### src/rtl/urb_pkg.sv
// shared types, constants and the remainder step for the bounded random block
`default_nettype none

package urb_pkg;

  localparam int WORD_W = 32;
  localparam int BITS_PER_STAGE = 2;
  localparam int NUM_STAGES = WORD_W / BITS_PER_STAGE;

  typedef logic [WORD_W-1:0] word_t;

  // one slot of the divider pipeline, both remainder lanes side by side
  typedef struct packed {
    word_t divisor;
    word_t word;
    word_t thr_dvd;
    word_t thr_rem;
    word_t w_dvd;
    word_t w_rem;
    logic  low_bound;
  } div_pipe_t;

  // one restoring step: shift in a dividend bit, subtract if it fits
  function automatic word_t rem_step(word_t rem, logic dvd_bit, word_t divisor);
    logic [WORD_W:0] trial;
    trial = {rem, dvd_bit};
    if (trial >= {1'b0, divisor}) begin
      trial = trial - {1'b0, divisor};
    end
    return trial[WORD_W-1:0];
  endfunction

endpackage

`default_nettype wire

### src/rtl/urb_front.sv
// entry stage: forms both dividends and flags bounds below two
`default_nettype none

module urb_front (
  input  logic              clk,
  input  logic              rst,
  input  logic              up_valid,
  output logic              up_ready,
  input  urb_pkg::word_t    bound,
  input  urb_pkg::word_t    random_word,
  output logic              dn_valid,
  input  logic              dn_ready,
  output urb_pkg::div_pipe_t dn_data
);
  import urb_pkg::*;

  div_pipe_t data_next;

  always_comb begin
    data_next.divisor   = bound;
    data_next.word      = random_word;
    // 2^32 mod b equals (2^32 - b) mod b, which fits the word
    data_next.thr_dvd   = word_t'(0) - bound;
    data_next.thr_rem   = '0;
    data_next.w_dvd     = random_word;
    data_next.w_rem     = '0;
    data_next.low_bound = (bound[WORD_W-1:1] == '0);
  end

  assign up_ready = !dn_valid || dn_ready;

  always_ff @(posedge clk) begin
    if (rst) begin
      dn_valid <= 1'b0;
    end else if (up_ready) begin
      dn_valid <= up_valid;
    end
  end

  always_ff @(posedge clk) begin
    if (up_valid && up_ready) begin
      dn_data <= data_next;
    end
  end

endmodule

`default_nettype wire

### config.mk
export PLATFORM = sky130hd
export DESIGN_NAME = urb_front
export DESIGN_NICKNAME = d
export VERILOG_FILES = /design/src/rtl/urb_pkg.sv /design/src/rtl/urb_front.sv
export SDC_FILE = /design/constraint.sdc
export NUM_CORES = 1
export LEC_CHECK = 0
export ABC_AREA = 1
export BUFFER_PORTS_ARGS = -buffer_cell sky130_fd_sc_hd__buf_2
export CORE_MARGIN = 10
export CORE_UTILIZATION = 48
export DETAILED_ROUTE_END_ITERATION = 12
export GPL_ROUTABILITY_DRIVEN = 0
export PLACE_DENSITY = 0.86
export SLEW_MARGIN = 25
export SYNTH_ARGS = -nofsm -noshare
export SYNTH_HDL_FRONTEND = slang
export SYNTH_SLANG_ARGS = --single-unit
### constraint.sdc
create_clock -name clk -period 11.2 [get_ports clk]
set_clock_uncertainty 0.15 [all_clocks]
set_input_delay 0.56 -clock clk [delete_from_list [all_inputs] [get_ports clk]]
set_output_delay 0.56 -clock clk [all_outputs]
set_load 0.01 [all_outputs]
# ---- Word level (Yosys, flattened, before mapping)
# Cells that the tools add are included.
dict set report totals {
  inputBits 68
  word_cells 10
  register_bits 98
  output_inout_bits 195
}
dict set report op_classes {
  addsub 1
  reduce_logical 4
}
# op n
set ops {}
lappend ops {{subtractor 1 x 32 -> 32 bit (first input constant)} 1}
lappend ops {{zero test 31 bit} 1}
lappend ops {{logical AND 1 bit} 1}
lappend ops {{zero test 1 bit} 1}
lappend ops {{logical OR 1 bit} 1}

# ---- Logic depth before layout (Yosys ltp)
dict set report depth {
  depth_word 3
  depth_mapped 8
  ltp_nobuf 8
}

# ---- Worst setup path after synthesis
# Ideal clock, no wire load.
dict set report synth_timing {
  kind {input port to flip-flop}
  start {in up_valid}
  end {reg dn_data[0] in the netlist's numbering, enable pin}
  n_path_buf 0
  slack_ps 5231
  t_arrival_ps 5237
  setup_time_ps 582
  required_time_ps 10468
  path_stages 2
  path_cell_list {inv_1 -> a21oi_1}
}
dict set report synth_between {
  elab_chain_cells 1
}
# element line
set synth_lines {}
lappend synth_lines {{from (decl)} urb_front.sv:7} ;# input logic up_valid,
lappend synth_lines {{logical AND 1 bit} urb_front.sv:41} ;# if (up_valid && up_ready) begin
lappend synth_lines {{to (signal assigned)} urb_front.sv:42} ;# dn_data <= data_next;
lappend synth_lines {{to (decl)} urb_front.sv:13} ;# output urb_pkg::div_pipe_t dn_data
# No other way between the ends.
# A chain may end at the register's enable or synchronous reset.

# ---- Worst setup path in the final report
dict set report layout_timing {
  start {reg dn_valid}
  end {reg dn_data[111] in the netlist's numbering, enable pin}
}
dict set report layout_between {
  elab_chain_cells 3
}
# element line
set layout_lines {}
lappend layout_lines {{from (decl)} urb_front.sv:11} ;# output logic dn_valid,
lappend layout_lines {{from (signal assigned)} urb_front.sv:36} ;# dn_valid <= up_valid;
lappend layout_lines {{zero test 1 bit} urb_front.sv:30} ;# assign up_ready = !dn_valid || dn_ready;
lappend layout_lines {{logical OR 1 bit} urb_front.sv:30}
lappend layout_lines {{logical AND 1 bit} urb_front.sv:41}
# No other way between the ends.

==> results_dict.tcl <==
set metrics [dict create \
    status "finished, final reports clean" \
    setup_tns_ps 0 \
    drv_slew 0 \
    post-place-cells 680 \
    r2r_slack_ps 9410 \
    tightest_slew_ps 892.2 \
    path_cells "a21oi_4 > buf_6" \
    nets 631 \
    dp_hpwl_um 10460 \
    slowest_stage "buf_6" \
    maxCapViolCount 0 \
    final_area_um2 5518 \
    clkPwrFrac_pct 28.3 \
    cp_max_fo 96 \
    comb_power_share_pct 13.6 \
    endpoint_kind "flop" \
    synth_area_um2 4647 \
    min_period_ps 1792 \
    switching_power_w 0.0002020 \
    seq_area_um2 2903 \
    cts_tree "built" \
    htree_num_levels 3 \
    initial_core_util_pct 49.82 \
    post-cts-setup-buffers 0 \
    drcViolationCount 0 \
    io_buffers 198 \
    fin_crit_sh_pct 16.00 \
    cts_hold_buf 0 \
    drt-total-wl_um 12800 \
    final_hold_viol_count 0 \
    synth.distinct_cells 22 \
    coreArea_um2 9328 \
    design.die.area_um2 14020 \
    overflow 0 \
    placementRows 35 \
    fin_cells 699 \
    numCtsBuffers 9 \
    finalSetupViolCount 0 \
    path_clk_slew_ps 100 \
    p_per_area_nw_per_um2 134.7 \
    report.power.total_w 0.0007434 \
    setup_slack_ps 9408 \
    ys_seq_elements 97 \
    cts.sinks 97 \
    grt_usage_pct 17.14 \
    slew_headroom_pct 40.52 \
    power_frac_seq_pct 58.0 \
    r2r-start "dn_valid$_SDFFE_PP0N_" \
    vias_per_cell 4.572 \
    timing.fmax_ghz 0.5582 \
    vias 3196 \
    crit_start "dn_valid$_SDFFE_PP0N_" \
    arrival_ps 1640 \
    grt_max_degree 97 \
    reg2regPathDepth 2 \
    yosys_warnings 0 \
    layout-drive-gt1-share_pct 43.56 \
    multi_input_area_um2 1196 \
    crit_path_start_kind "flop" \
    pin_count 263 \
    first_pass_iters 5 \
    die_h_um 118.4 \
    clk_latency_ps 370 \
    dpl-instance-area_um2 5330 \
    post_drt_wl_per_cell_um 18.31 \
    die_w_um 118.4 \
    slowest_delay_ps 620 \
    cts_buffer_depth 2 \
    post_cts_resized 0 \
    grt_pass1_vias 3556 \
    p_int_w 0.0005414 \
    swShare_pct 27.17 \
    ant_nets 0 \
    syn2layout_area_growth_pct 18.74 \
    grt_setup_unrepaired "no" \
    fillCellCount 767 \
    avgSynthCellArea_um2 12.04 \
    critical_path_class "flop to flop" \
    antenna_found_initial 3 \
    ys_seq_area_share_pct 62.47 \
    cts_root_buf "clkbuf_8" \
    vdd_ir_drop_max_v 0.00004898 \
    grt_pass1_wl_um 18910 \
    drt_iter0_drc 242 \
    pre_cts_ws_ps 9148 \
    leakage_nw 2.440 \
    syn_inst 386 \
    cp.required_ps 11050 \
    holdCritPathClass "primary input to flop" \
    worstReg2RegEnd "dn_data[111]$_DFFE_PP_" \
    cp-endpoint "dn_data[111]$_DFFE_PP_" \
]
-- cell type report --
type | count | area share, %
Sequential cell | 97 | 52.61
Multi-Input combinational cell | 237 | 21.68
Timing Repair Buffer | 199 | 18.16
Tap cell | 129 | 2.925
Clock buffer | 10 | 2.313
Inverter | 18 | 1.224
Clock inverter | 6 | 0.9524
Antenna cell | 3 | 0.1361
-- routing by layer --
metal  up-vias  global-route usage [%]  wire (um)
li1       1478                       -          -
met1      1486                   16.26       4657
met2       213                   30.67       6390
met3        19                   7.996       1473
met4         0                   8.168        280
met5         -                       0          0
-- layout by cell type, fill, tap and decap left out --
cell type	netlist	routed
dfxtp_1	1	1
a21oi_1	2	1
nand4_1	7	7
a21oi_4	0	1
clkbuf_1	0	1
nand2_4	4	4
o21ai_1	4	4
inv_8	0	2
clkinv_1	1	1
diode_2	0	3
nand3_1	4	4
xnor2_1	5	5
nor2_4	4	4
nand2_1	57	57
ha_1	1	1
xor2_1	10	10
nand2_2	9	9
o21bai_1	8	8
clkinvlp_4	0	4
nor2_8	2	2
buf_2	0	198
nor3b_1	1	1
clkbuf_8	0	9
nor2_1	42	42
inv_1	17	17
edfxtp_1	96	96
nor2_2	13	13
buf_6	0	1
conb_1	1	64
-- cells in the mapped netlist --
library cell,number,area [um^2]
dfxtp_1,1,20.02
nor3b_1,1,7.510
edfxtp_1,96,2883
ha_1,1,12.51
xnor2_1,5,43.79
nand2_4,4,45.04
conb_1,1,3.750
o21bai_1,8,60.06
clkinv_1,1,3.750
nand4_1,7,43.79
nor2_1,42,157.7
nand2_2,9,56.30
nand2_1,57,214.0
inv_1,17,63.81
nand3_1,4,20.02
buf_4,97,728.2
o21ai_1,4,20.02
xor2_1,10,87.58
nor2_4,4,45.04
a21oi_1,2,10.01
nor2_8,2,40.04
nor2_2,13,81.33
-- worst max-delay path, delay by kind of cell (launching register included) --
family,cells,cell delay (ps)
AOI/OAI and AO/OA,1,160
DFF,1,360
buffers and inverters,1,620
-- worst min-delay path by stage --
stage / startpoint / to / slack, ps / cells after the start
3_5_place_dp: dn_valid$_SDFFE_PP0N_ / dn_valid$_SDFFE_PP0N_ / 400 / 2
2_1_floorplan: dn_valid$_SDFFE_PP0N_ / dn_valid$_SDFFE_PP0N_ / 430 / 2
5_1_grt: rst / dn_valid$_SDFFE_PP0N_ / 170 / 2
4_1_cts: rst / dn_valid$_SDFFE_PP0N_ / 170 / 2
3_3_place_gp: dn_valid$_SDFFE_PP0N_ / dn_valid$_SDFFE_PP0N_ / 360 / 2
6_report: rst / dn_valid$_SDFFE_PP0N_ / 180 / 2
-- power groups by stage --
stage / Clock, W / Sequential, W / Combinational, W
after floorplan: 0 / 0.000455 / 0.0000594
after global placement: 0 / 0.000439 / 0.0000995
after CTS: 0.000216 / 0.000432 / 0.000101
after detailed placement: 0 / 0.000440 / 0.000101
final: 0.000210 / 0.000431 / 0.000101
after global routing: 0.000227 / 0.000434 / 0.000110
-- per-stage QoR --
| stage | util, % | hold slack [ps] |
|---|---|---|
| floorplan | - | 427.0 |
| global placement | 57.10 | 356.3 |
| detailed placement | 57.14 | 397.4 |
| CTS | 59.07 | 170.5 |
| global route | 59.13 | 166.8 |
| finish | 59.15 | 176.9 |
-- flip-flops by register name, summed over array words and instances (netlist names) --
signal	cells
dn_data	96
dn_valid	1
-- cell families (layout without fill, tap and decap cells) --
kind of cell    Yosys count  in the layout  synth area share (%)
xor+xnor                 15             15                 2.827
fa+ha+maj                 1              1                0.2692
compound gates           14             14                 1.939
buf+inv                 115            233                 17.12
other cells               1             67               0.08070
flops                    97             97                 62.47
simple gates            143            143                 15.29
Power figures use the tool's default switching activity.
