$ cat config.mk
export PLATFORM = sky130hd
export DESIGN_NAME = urb_back
export DESIGN_NICKNAME = d
export VERILOG_FILES = /design/src/rtl/urb_pkg.sv /design/src/rtl/urb_back.sv
export SDC_FILE = /design/constraint.sdc
export NUM_CORES = 1
export LEC_CHECK = 0
export BUFFER_PORTS_ARGS = -buffer_cell sky130_fd_sc_hd__buf_2
export CORE_AREA = 3 3 88 90
export CTS_BUF_LIST = sky130_fd_sc_hd__clkbuf_4 sky130_fd_sc_hd__clkbuf_8
export DETAILED_ROUTE_END_ITERATION = 6
export DIE_AREA = 0 0 91 93
export PLACE_DENSITY = 0.74
export REMOVE_ABC_BUFFERS = 1
export SETUP_SLACK_MARGIN = 0.2
export SYNTH_ARGS = -nofsm -noshare
export SYNTH_HDL_FRONTEND = slang
export SYNTH_SLANG_ARGS = --single-unit
$ cat constraint.sdc
create_clock -name clk -period 6.72 [get_ports clk]
set_clock_uncertainty 0.15 [all_clocks]
set_input_delay 0.672 -clock clk [delete_from_list [all_inputs] [get_ports clk]]
set_output_delay 0.672 -clock clk [all_outputs]
set_load 0.02 [all_outputs]
$ cat src/rtl/urb_pkg.sv
// shared types, constants and the remainder step for the bounded random block
`default_nettype none

package urb_pkg;

  localparam int WORD_W = 32;
  localparam int BITS_PER_STAGE = 2;
  localparam int NUM_STAGES = WORD_W / BITS_PER_STAGE;

  typedef logic [WORD_W-1:0] word_t;

  // one slot of the divider pipeline, both remainder lanes side by side
  typedef struct packed {
    word_t divisor;
    word_t word;
    word_t thr_dvd;
    word_t thr_rem;
    word_t w_dvd;
    word_t w_rem;
    logic  low_bound;
  } div_pipe_t;

  // one restoring step: shift in a dividend bit, subtract if it fits
  function automatic word_t rem_step(word_t rem, logic dvd_bit, word_t divisor);
    logic [WORD_W:0] trial;
    trial = {rem, dvd_bit};
    if (trial >= {1'b0, divisor}) begin
      trial = trial - {1'b0, divisor};
    end
    return trial[WORD_W-1:0];
  endfunction

endpackage

`default_nettype wire

$ cat src/rtl/urb_back.sv
// exit stage: threshold compare and registered result word
`default_nettype none

module urb_back (
  input  logic               clk,
  input  logic               rst,
  input  logic               up_valid,
  output logic               up_ready,
  input  urb_pkg::div_pipe_t up_data,
  output logic               dn_valid,
  input  logic               dn_ready,
  output urb_pkg::word_t     value,
  output logic               accepted
);
  import urb_pkg::*;

  logic  above;
  logic  accepted_next;
  word_t value_next;

  always_comb begin
    above         = (up_data.word >= up_data.thr_rem);
    accepted_next = up_data.low_bound || above;
    value_next    = (!up_data.low_bound && above) ? up_data.w_rem : '0;
  end

  assign up_ready = !dn_valid || dn_ready;

  always_ff @(posedge clk) begin
    if (rst) begin
      dn_valid <= 1'b0;
    end else if (up_ready) begin
      dn_valid <= up_valid;
    end
  end

  always_ff @(posedge clk) begin
    if (up_valid && up_ready) begin
      value    <= value_next;
      accepted <= accepted_next;
    end
  end

endmodule

`default_nettype wire
### After elaboration in Yosys (flattened, before gate mapping)

Cells that the tools add are included.

* word-level logic and storage cells: 10
* memories: 0
* RAM bits: 0
* register bits after elaboration: 34
* ROM bits: 0
* output and inout port bits: 35
* bits in latches: 0

* $add $sub $neg: 0
* shift operators: 0
* equal/unequal tests: 0
* muxes and demuxes: 0
* reduce and logical (&&, ||, !) cells: 6
* $lt $le $gt $ge: 1
* div/mod/pow operators: 0
* bitwise operators: 0
* multipliers: 0

Operators by type and width (count)
* >= comparator 32 bit: 1
* logical AND 1 bit: 2
* zero test 1 bit: 2
* logical OR 1 bit: 2

### Longest topological paths before layout

Gate-level depths: netlist of the first run.

* depth after elaboration: 3
* depth in mapped cells: 8
* gate-level depth less buffers: 7

### Worst setup path after synthesis of the first run

No wires, ideal clock.

* kind: in2reg
* start point: input up_data[78] (netlist name)
* end point: register accepted (data pin)
* data required time: 6.307 ns
* path slack: 4.072 ns
* stages: 8
* arrival: 2.235 ns
* buffers on the path: 1
* path through: inv_1 -> ha_1 -> a21o_1 -> a21o_1 -> a221o_1 -> o31ai_4 -> buf_6 -> nand3b_2

* longest elaborated chain between the ends: 2

RTL lines
* from (decl): RTL line urb_back.sv:9 `input urb_pkg::div_pipe_t up_data,`
* >= comparator 32 bit: RTL line urb_back.sv:22 `above = (up_data.word >= up_data.thr_rem);`
* logical OR 1 bit: RTL line urb_back.sv:23 `accepted_next = up_data.low_bound || above;`
* net accepted_next: RTL line urb_back.sv:18 `logic accepted_next;`
* to (signal assigned): RTL line urb_back.sv:40 `accepted <= accepted_next;`
* to (decl): RTL line urb_back.sv:13 `output logic accepted`

The timed path passes the listed nets, and every way through them passes these cells.
A chain may end at the register's enable or synchronous reset.

### Final worst setup path of the first run

* start point: input up_data[76] (netlist name)
* end point: register value[31] (data pin)

* longest elaborated chain between the ends: 2

RTL lines
* >= comparator 32 bit: RTL line urb_back.sv:22
* logical AND 1 bit: RTL line urb_back.sv:24 `value_next = (!up_data.low_bound && above) ? up_data.w_rem : '0;`
* to (signal assigned): RTL line urb_back.sv:39 `value <= value_next;`
* to (decl): RTL line urb_back.sv:12 `output urb_pkg::word_t value,`

No other way between the ends.

==> results of run 1 <==
## final timing paths
path	to	slack, ns	cells after the start
setup reg to reg	value[31]	5.31	3
hold / removal	dn_valid	0.36	2
setup / recovery	value[31]	4.08	9
hold reg to reg	dn_valid	0.36	2
## synth_stat cells, drive strengths merged (3+ instances only)
cell	n	area, um^2
clkbuf	3	11.3
nand4	3	25.0
a21o	4	30.0
a21oi	44	254
edfxtp	33	991
nand2	6	22.5
nand2b	34	213
inv	33	124
ha	32	400
buf	6	63.8
o21ai	3	15.0
nand3	3	15.0
## per-stage QoR
step	total power [mW]	util
2_1_floorplan	0.334	-
3_3_place_gp	0.391	0.433
3_5_place_dp	0.395	0.433
4_1_cts	0.621	0.452
5_1_grt	0.644	0.452
6_report	0.612	0.452
## state kept, by name, indices dropped and copies added, names as in the netlist
name / flops
accepted: 1
value: 32
dn_valid: 1
## cell families (layout without fill, tap and decap cells)
| logic type | after synthesis | after routing | share of synthesized area |
|---|---|---|---|
| AO/OA/AOI/OAI | 57 | 57 | 0.156 |
| buffers and inverters | 42 | 179 | 0.0853 |
| adder cells (fa/ha/maj) | 32 | 32 | 0.172 |
| AND/OR/NAND/NOR | 56 | 56 | 0.154 |
| flip-flops | 34 | 34 | 0.433 |
## metal layers
metal,GRT usage,part of all wire,up-vias,wire length [um]
met5,0,0,-,0
met4,0.0440,0.016,0,91
met3,0.0426,0.096,7,534
met2,0.216,0.45,105,2500
met1,0.158,0.44,875,2420
li1,-,-,1046,-
## area by class of cell
type / count / area (um^2)
Fill cell: 724 / 3910
Multi-Input combinational cell: 145 / 1130
Sequential cell: 34 / 1010
Timing Repair Buffer: 138 / 698
Inverter: 33 / 124
Tap cell: 99 / 124
Clock buffer: 5 / 68.8
Clock inverter: 3 / 68.8
## power groups by stage
stage	Sequential (mW)	Clock, mW	Combinational (mW)
3_3_place_gp	0.257	0	0.133
3_5_place_dp	0.258	0	0.137
5_1_grt	0.254	0.237	0.153
2_1_floorplan	0.278	0	0.0567
4_1_cts	0.253	0.229	0.138
6_report	0.253	0.224	0.136
## critical path, cell delays in order
cell     delay [ns]
buf_2          0.08
inv_1          0.03
ha_1           0.31
a21oi_1        0.12
o21ai_0        0.12
a221o_1        0.40
o31ai_4        0.24
buf_4          0.38
a21oi_1        0.12
==> out/summary.txt, run 1 <==
outcome - complete, no violations
Max Slew Vio Count - 0
Area after DPL - 3090 um^2
Core ar. - 7140 um^2
Seq/Total Area, Yosys - 0.433
hold buffers post-CTS - 0
largest net degree at the start of global routing - 34
Worst EP arrival - 2.50 ns
CP Capture Type - flip-flop
clock root cell - clkbuf_8
NumNets Final - 586
drt initial violations - 61
post-layout min period - 2.64 ns
CP startpoint - up_data[76]
Synth-to-Final Area Change - 38.2%
syn_area_per_cell - 10.6 um^2
RSZ-0062 raised after global routing - no
worst hold start - dn_valid
clk sinks - 34
initial antenna violation count - 0
port bufs - 135
clock power share - 0.365
Pre-antenna DRT Iters - 4
hpwl dp - 4470 um
commonest non-fill, non-tap cells in the layout - buf_2, a21oi_1, nand2b_1
Post-CTS Setup Inserts - 0
async set-reset flop share out of synthesis - 0
Placer Congestion - 0.769
Max-Cap Viols - 0
Cell Pwr Density - 190 nW/um^2
Final period util - 0.393
CTS max path bufs - 2
Pleak - 1.62 nW
Worst IR Drop VDD - 0.113 mV
Clk Latency, worst-skew pair - 0.28 ns
NetSw - 154 uW
Synth cell types - 30
crit path launch type - input port
post-CTS sizing - 0
CTS tree - yes
Comb pwr share - 0.222
htree depth - 2
ant diodes - 0
most common cell after layout, fill and taps aside - buf_2
Ys Warns - 0
Starting Density - 0.327
Top FF cell, synth - edfxtp_1
hold crit path type - flip-flop to flip-flop
crit-path max FO - 33
f_max - 379 MHz
Rel. slew slack - 0.643
register clock-pin slew on the reported worst setup and hold paths - 0.07 ns
CP required - 6.58 ns
Final WS setup - 4.08 ns
vias per std cell - 4.45
Die Area - 8460 um^2
Syn Std Cell Area - 2330 um^2
Die Y - 93 um
layout cells sized above 1 - 0.450
#FFs+latches synth - 34
Final Hold Fails - 0
gr ovfl total - 0
setup_tns - 0 ns
Post-Syn Instances - 221
Pint - 458 uW
vias in the first global route - 2040
vias post-DR - 2033
io pins - 232
GRT Overall Usage - 0.130
number of synthesized flops with an enable pin - 33
Design Area, Final - 3220 um^2
first-pass GRT wire length - 8910 um
Reg2Reg Launch Point - dn_valid
Worst-Margin Slew - 0.530 ns
switching share of power - 0.252
Placement Setup Slack - 3.77 ns
Post-Route WL - 5550 um
Routed WL per cell - 12.1 um
final setup vio count - 0
Reg power frac - 0.413
Setup Crit Path Kind - input port to flip-flop
cts bufs inserted - 5
std cell rows - 31
Inst Count DP - 449
hold_ws - 0.355 ns
Final Non-Filler Cells - 457
Die Width - 91 um
post-route ant nets - 0
# DRC - 0
No activity file was read; power rests on OpenSTA's default activity.
==> run 2, diff against run 1 <==
Settings changed: CORE_AREA 3 3 88 90 to 3 3 90 92, DIE_AREA 0 0 91 93 to 0 0 93 95.
Clock period 6.72 ns to 2.1 ns, I/O delays scaled along.
==> out/summary.txt, run 2 (synthesized netlist as in run 1, its figures left out) <==
Worst IR Drop VDD - 0.206 mV
Setup Crit Path Kind - input port to flip-flop
Final WS setup - 0.0975 ns
Max-Cap Viols - 0
first-pass GRT wire length - 10300 um
Pleak - 1.80 nW
biggest regs - value: 32 flops, accepted: 1 flops, dn_valid: 1 flops
Die Area - 8840 um^2
gr ovfl total - 0
io pins - 232
GRT Overall Usage - 0.146
htree depth - 2
Die Y - 95 um
clk sinks - 34
hpwl dp - 4660 um
f_max - 499 MHz
Post-Route WL - 6970 um
Cell Pwr Density - 496 nW/um^2
Rel. slew slack - 0.712
# fillers - 671
CTS max path bufs - 2
Max Slew Vio Count - 0
std cell rows - 31
CP required - 2.09 ns
ant diodes - 0
area of the multi-input gates - 1470 um^2
post-layout min period - 2.00 ns
NumNets Final - 603
Worst-Margin Slew - 0.432 ns
Core Util, Final - 0.538
Worst EP arrival - 1.99 ns
vias in the first global route - 2267
Die Width - 93 um
setup_tns - 0 ns
initial antenna violation count - 0
Area after DPL - 3140 um^2
Placer Congestion - 0.814
outcome - complete, no violations
RSZ-0062 raised after global routing - yes
Synth-to-Final Area Change - 68.1%
Pre-antenna DRT Iters - 4
Final Hold Fails - 0
Clk Latency, worst-skew pair - 0.27 ns
Sequential Area - 1010 um^2
layout cells sized above 1 - 0.603
cts bufs inserted - 5
Largest register FFs - 32
clock root cell - clkbuf_8
vias per std cell - 4.65
register clock-pin slew on the reported worst setup and hold paths - 0.07 ns
commonest non-fill, non-tap cells in the layout - buf_2, nand2b_1, edfxtp_1
largest net degree at the start of global routing - 34
Final period util - 0.954
CTS tree - yes
Core ar. - 7290 um^2
drt initial violations - 47
port bufs - 135
Starting Density - 0.320
vias post-DR - 2203
post-route ant nets - 0
# DRC - 0
hold_ws - 0.0202 ns
Placement Setup Slack - -0.286 ns
crit-path max FO - 8
hold crit path type - input port to flip-flop
CP Capture Type - flip-flop
reg-to-reg slack, setup - 0.69 ns
final setup vio count - 0
Biggest register - value
most common cell after layout, fill and taps aside - buf_2
crit path launch type - input port
Design Area, Final - 3920 um^2
Routed WL per cell - 14.7 um
[run 2: layout make-up]
| class | instances | area share |
|---|---|---|
| Sequential cell | 34 | 0.258 |
| Clock buffer | 7 | 0.0230 |
| Inverter | 33 | 0.0348 |
| Timing Repair Buffer | 155 | 0.277 |
| Tap cell | 99 | 0.0316 |
| Multi-Input combinational cell | 145 | 0.375 |
| Clock inverter | 1 | 0.00128 |
[run 2: where the power goes]
part,leakage (nW),switching (mW),internal (mW)
sequential,0.337,0.0120,0.800
combinational,1.41,0.323,0.320
clock,0.0517,0.215,0.277
[run 2: what timing repair did]
action,in CTS,in global routing
hold endpoints to repair,1,0
gates resized for setup,46,37
setup endpoints to repair,33,33
gates cloned,4,2
buffers inserted,5,1
pin swaps,16,30
hold buffers,1,0
[run 2: routing by layer]
layer | wire, um | global-route usage | up-vias
met5 | 0 | 0 | -
met4 | 142 | 0.0440 | 0
met3 | 494 | 0.0231 | 14
met2 | 3550 | 0.266 | 117
met1 | 2780 | 0.178 | 990
li1 | - | - | 1082
[run 2: path summary, 6_finish.rpt]
check	from	to	cells after the start
worst max-delay path	up_data[93]	value[24]	11
worst min-delay path	up_valid	dn_valid	3
worst max register to register	dn_valid	value[1]	3
worst min register to register	dn_valid	dn_valid	2
[run 2: per-stage QoR]
| stage | power [mW] | instances |
|---|---|---|
| floorplan | 1.07 | 212 |
| global placement | 1.27 | 453 |
| detailed placement | 1.28 | 453 |
| CTS | 1.88 | 471 |
| global route | 2.04 | 474 |
| finish | 1.95 | 474 |
[run 2: critical path, cell delays in order]
cell	delay [ns]
buf_2	0.09
inv_1	0.08
ha_4	0.29
nand4_4	0.13
or4_4	0.48
nor2_4	0.12
o31ai_4	0.07
buf_6	0.14
buf_12	0.12
buf_16	0.14
a21oi_2	0.12
==> run 3, diff against run 2 <==
Settings changed: ABC_CLOCK_PERIOD_IN_PS set to 2100, RECOVER_POWER set to 100.
==> out/summary.txt, run 3 (synthesized netlist as in run 1, its figures left out) <==
initial antenna violation count - 0
hold crit path type - input port to flip-flop
post-layout min period - 2.02 ns
Worst Path Buf+Inv - 6
Biggest register - value
cts bufs inserted - 5
RSZ-0062 raised after global routing - yes
clock power share - 0.258
Reg power frac - 0.428
Synth-to-Final Area Change - 62.4%
post-route ant nets - 0
CTS max path bufs - 2
worst hold start - up_valid
drt initial violations - 53
Worst EP arrival - 1.90 ns
Placer Congestion - 0.814
# DRC - 0
ant diodes - 0
vias post-DR - 2197
Post-Route WL - 7020 um
Core ar. - 7290 um^2
layout cells sized above 1 - 0.480
Pre-antenna DRT Iters - 4
vias in the first global route - 2267
std cell rows - 31
Reg2Reg Launch Point - dn_valid
Pleak - 1.67 nW
NetSw - 540 uW
CTS tree - yes
crit-path max FO - 8
CP startpoint - up_data[90]
CP max stage cell - a221o_1
clk sinks - 34
CP Capture Type - flip-flop
worst reg2reg path endpoint - value[1]
cells along the critical path - buf_8 > inv_4 > ha_4 > nand4_1 > clkbuf_4 > buf_6 > nor2_4 > a221o_1 > nor3_4 > buf_12 > buf_6 > nand3b_4
final setup vio count - 0
largest net degree at the start of global routing - 34
Final Hold Fails - 0
Core Util, Final - 0.520
Worst IR Drop VDD - 0.206 mV
Clk Latency, worst-skew pair - 0.28 ns
Setup Crit Path Kind - input port to flip-flop
f_max - 495 MHz
CP required - 1.98 ns
switching share of power - 0.284
first-pass GRT wire length - 10300 um
commonest non-fill, non-tap cells in the layout - buf_2, clkbuf_1, nand2b_1, edfxtp_1, inv_1
NumNets Final - 603
reg-to-reg slack, setup - 0.40 ns
outcome - complete, no violations
Largest register FFs - 32
Die Y - 95 um
Starting Density - 0.320
family with the most delay on the worst path - buffers and inverters
most used cell, CP - buf_6
htree depth - 2
Routed WL per cell - 14.8 um
worst r2r path cells - 3
Max-Cap Viols - 0
Area after DPL - 3140 um^2
Rel. slew slack - 0.465
Comb pwr share - 0.314
Die Width - 93 um
Die Area - 8840 um^2
crit path launch type - input port
Max Slew Vio Count - 0
Worst setup endpoint - accepted
Cell Pwr Density - 502 nW/um^2
most common cell after layout, fill and taps aside - buf_2
Worst path depth - 12
Worst-Margin Slew - 0.802 ns
GRT Overall Usage - 0.146
hpwl dp - 4660 um
register clock-pin slew on the reported worst setup and hold paths - 0.07 ns
port bufs - 135
Design Area, Final - 3790 um^2
gr ovfl total - 0
biggest regs - value: 32 flops, accepted: 1 flops, dn_valid: 1 flops
Pint - 1.36 mW
vias per std cell - 4.64
Final period util - 0.963
Crit path largest cell delay - 0.33 ns
clock root cell - clkbuf_8
io pins - 232
## run 3: changes by cell type in the layout (fill, tap and decap cells not counted), moves of 2 or more
cell and delta:
a21oi_1 +11, a21oi_2 -11, buf_16 -2, buf_2 -35, buf_4 -2, buf_6 +2
clkbuf_1 +35
## run 3: tightest hold or removal path, delay by kind of cell
kind | cells | cell delay [ns]
buf+inv | 2 | 0.15
compound gates | 1 | 0.05
## run 3: how the worst min path moves through the flow
| stage | endpoint | slack [ns] | cells past startpoint |
|---|---|---|---|
| 3_5_place_dp | dn_valid | 0.22 | 2 |
| 2_1_floorplan | dn_valid | 0.13 | 1 |
| 3_3_place_gp | dn_valid | 0.21 | 2 |
| 4_1_cts | dn_valid | 0.01 | 3 |
| 5_1_grt | dn_valid | 0.03 | 3 |
| 6_report | dn_valid | 0.02 | 3 |
## run 3: what timing repair did
| action | 4_1_cts | 5_1_grt |
|---|---|---|
| pin swaps | 16 | 30 |
| cloned | 4 | 2 |
| resized for setup | 46 | 37 |
| endpoints found under the hold margin | 1 | 0 |
| setup buffers | 5 | 1 |
| endpoints found under the setup margin | 33 | 33 |
| hold buffers | 1 | 0 |
## run 3: power by group through the flow
stage               registers [mW]  clock network, mW  logic (mW)
floorplan                    0.889                  0       0.181
global placement             0.824                  0       0.442
detailed placement           0.826                  0       0.455
CTS                          0.812              0.500       0.565
global route                 0.817              0.526       0.655
finish                       0.814              0.491       0.597
## run 3: layer usage
metal	GRT usage	vias to the layer above	share of wire
met5	0	-	0
met4	0.0440	0	0.021
met3	0.0231	15	0.076
met2	0.266	117	0.50
met1	0.178	984	0.40
li1	-	1081	-
## run 3: cell type report
type                            instances  area [um^2]
Timing Repair Buffer                  155         1000
Clock inverter                          1         5.00
Clock buffer                            7         90.1
Inverter                               33          136
Sequential cell                        34         1010
Multi-Input combinational cell        145         1420
Fill cell                             699         3500
Tap cell                               99          124
## run 3: metrics by stage
step / total power [mW] / instances / hold WS (ns) / setup TNS, ns / worst slack, ns
3_5_place_dp: 1.28 / 453 / 0.219 / -8.81 / -0.286
3_3_place_gp: 1.27 / 453 / 0.214 / -7.34 / -0.238
6_report: 1.90 / 474 / 0.0189 / 0 / 0.0783
4_1_cts: 1.88 / 471 / 0.0145 / 0 / 0.0824
2_1_floorplan: 1.07 / 212 / 0.129 / -28.23 / -0.874
5_1_grt: 2.00 / 474 / 0.0261 / -0.00344 / -0.00344
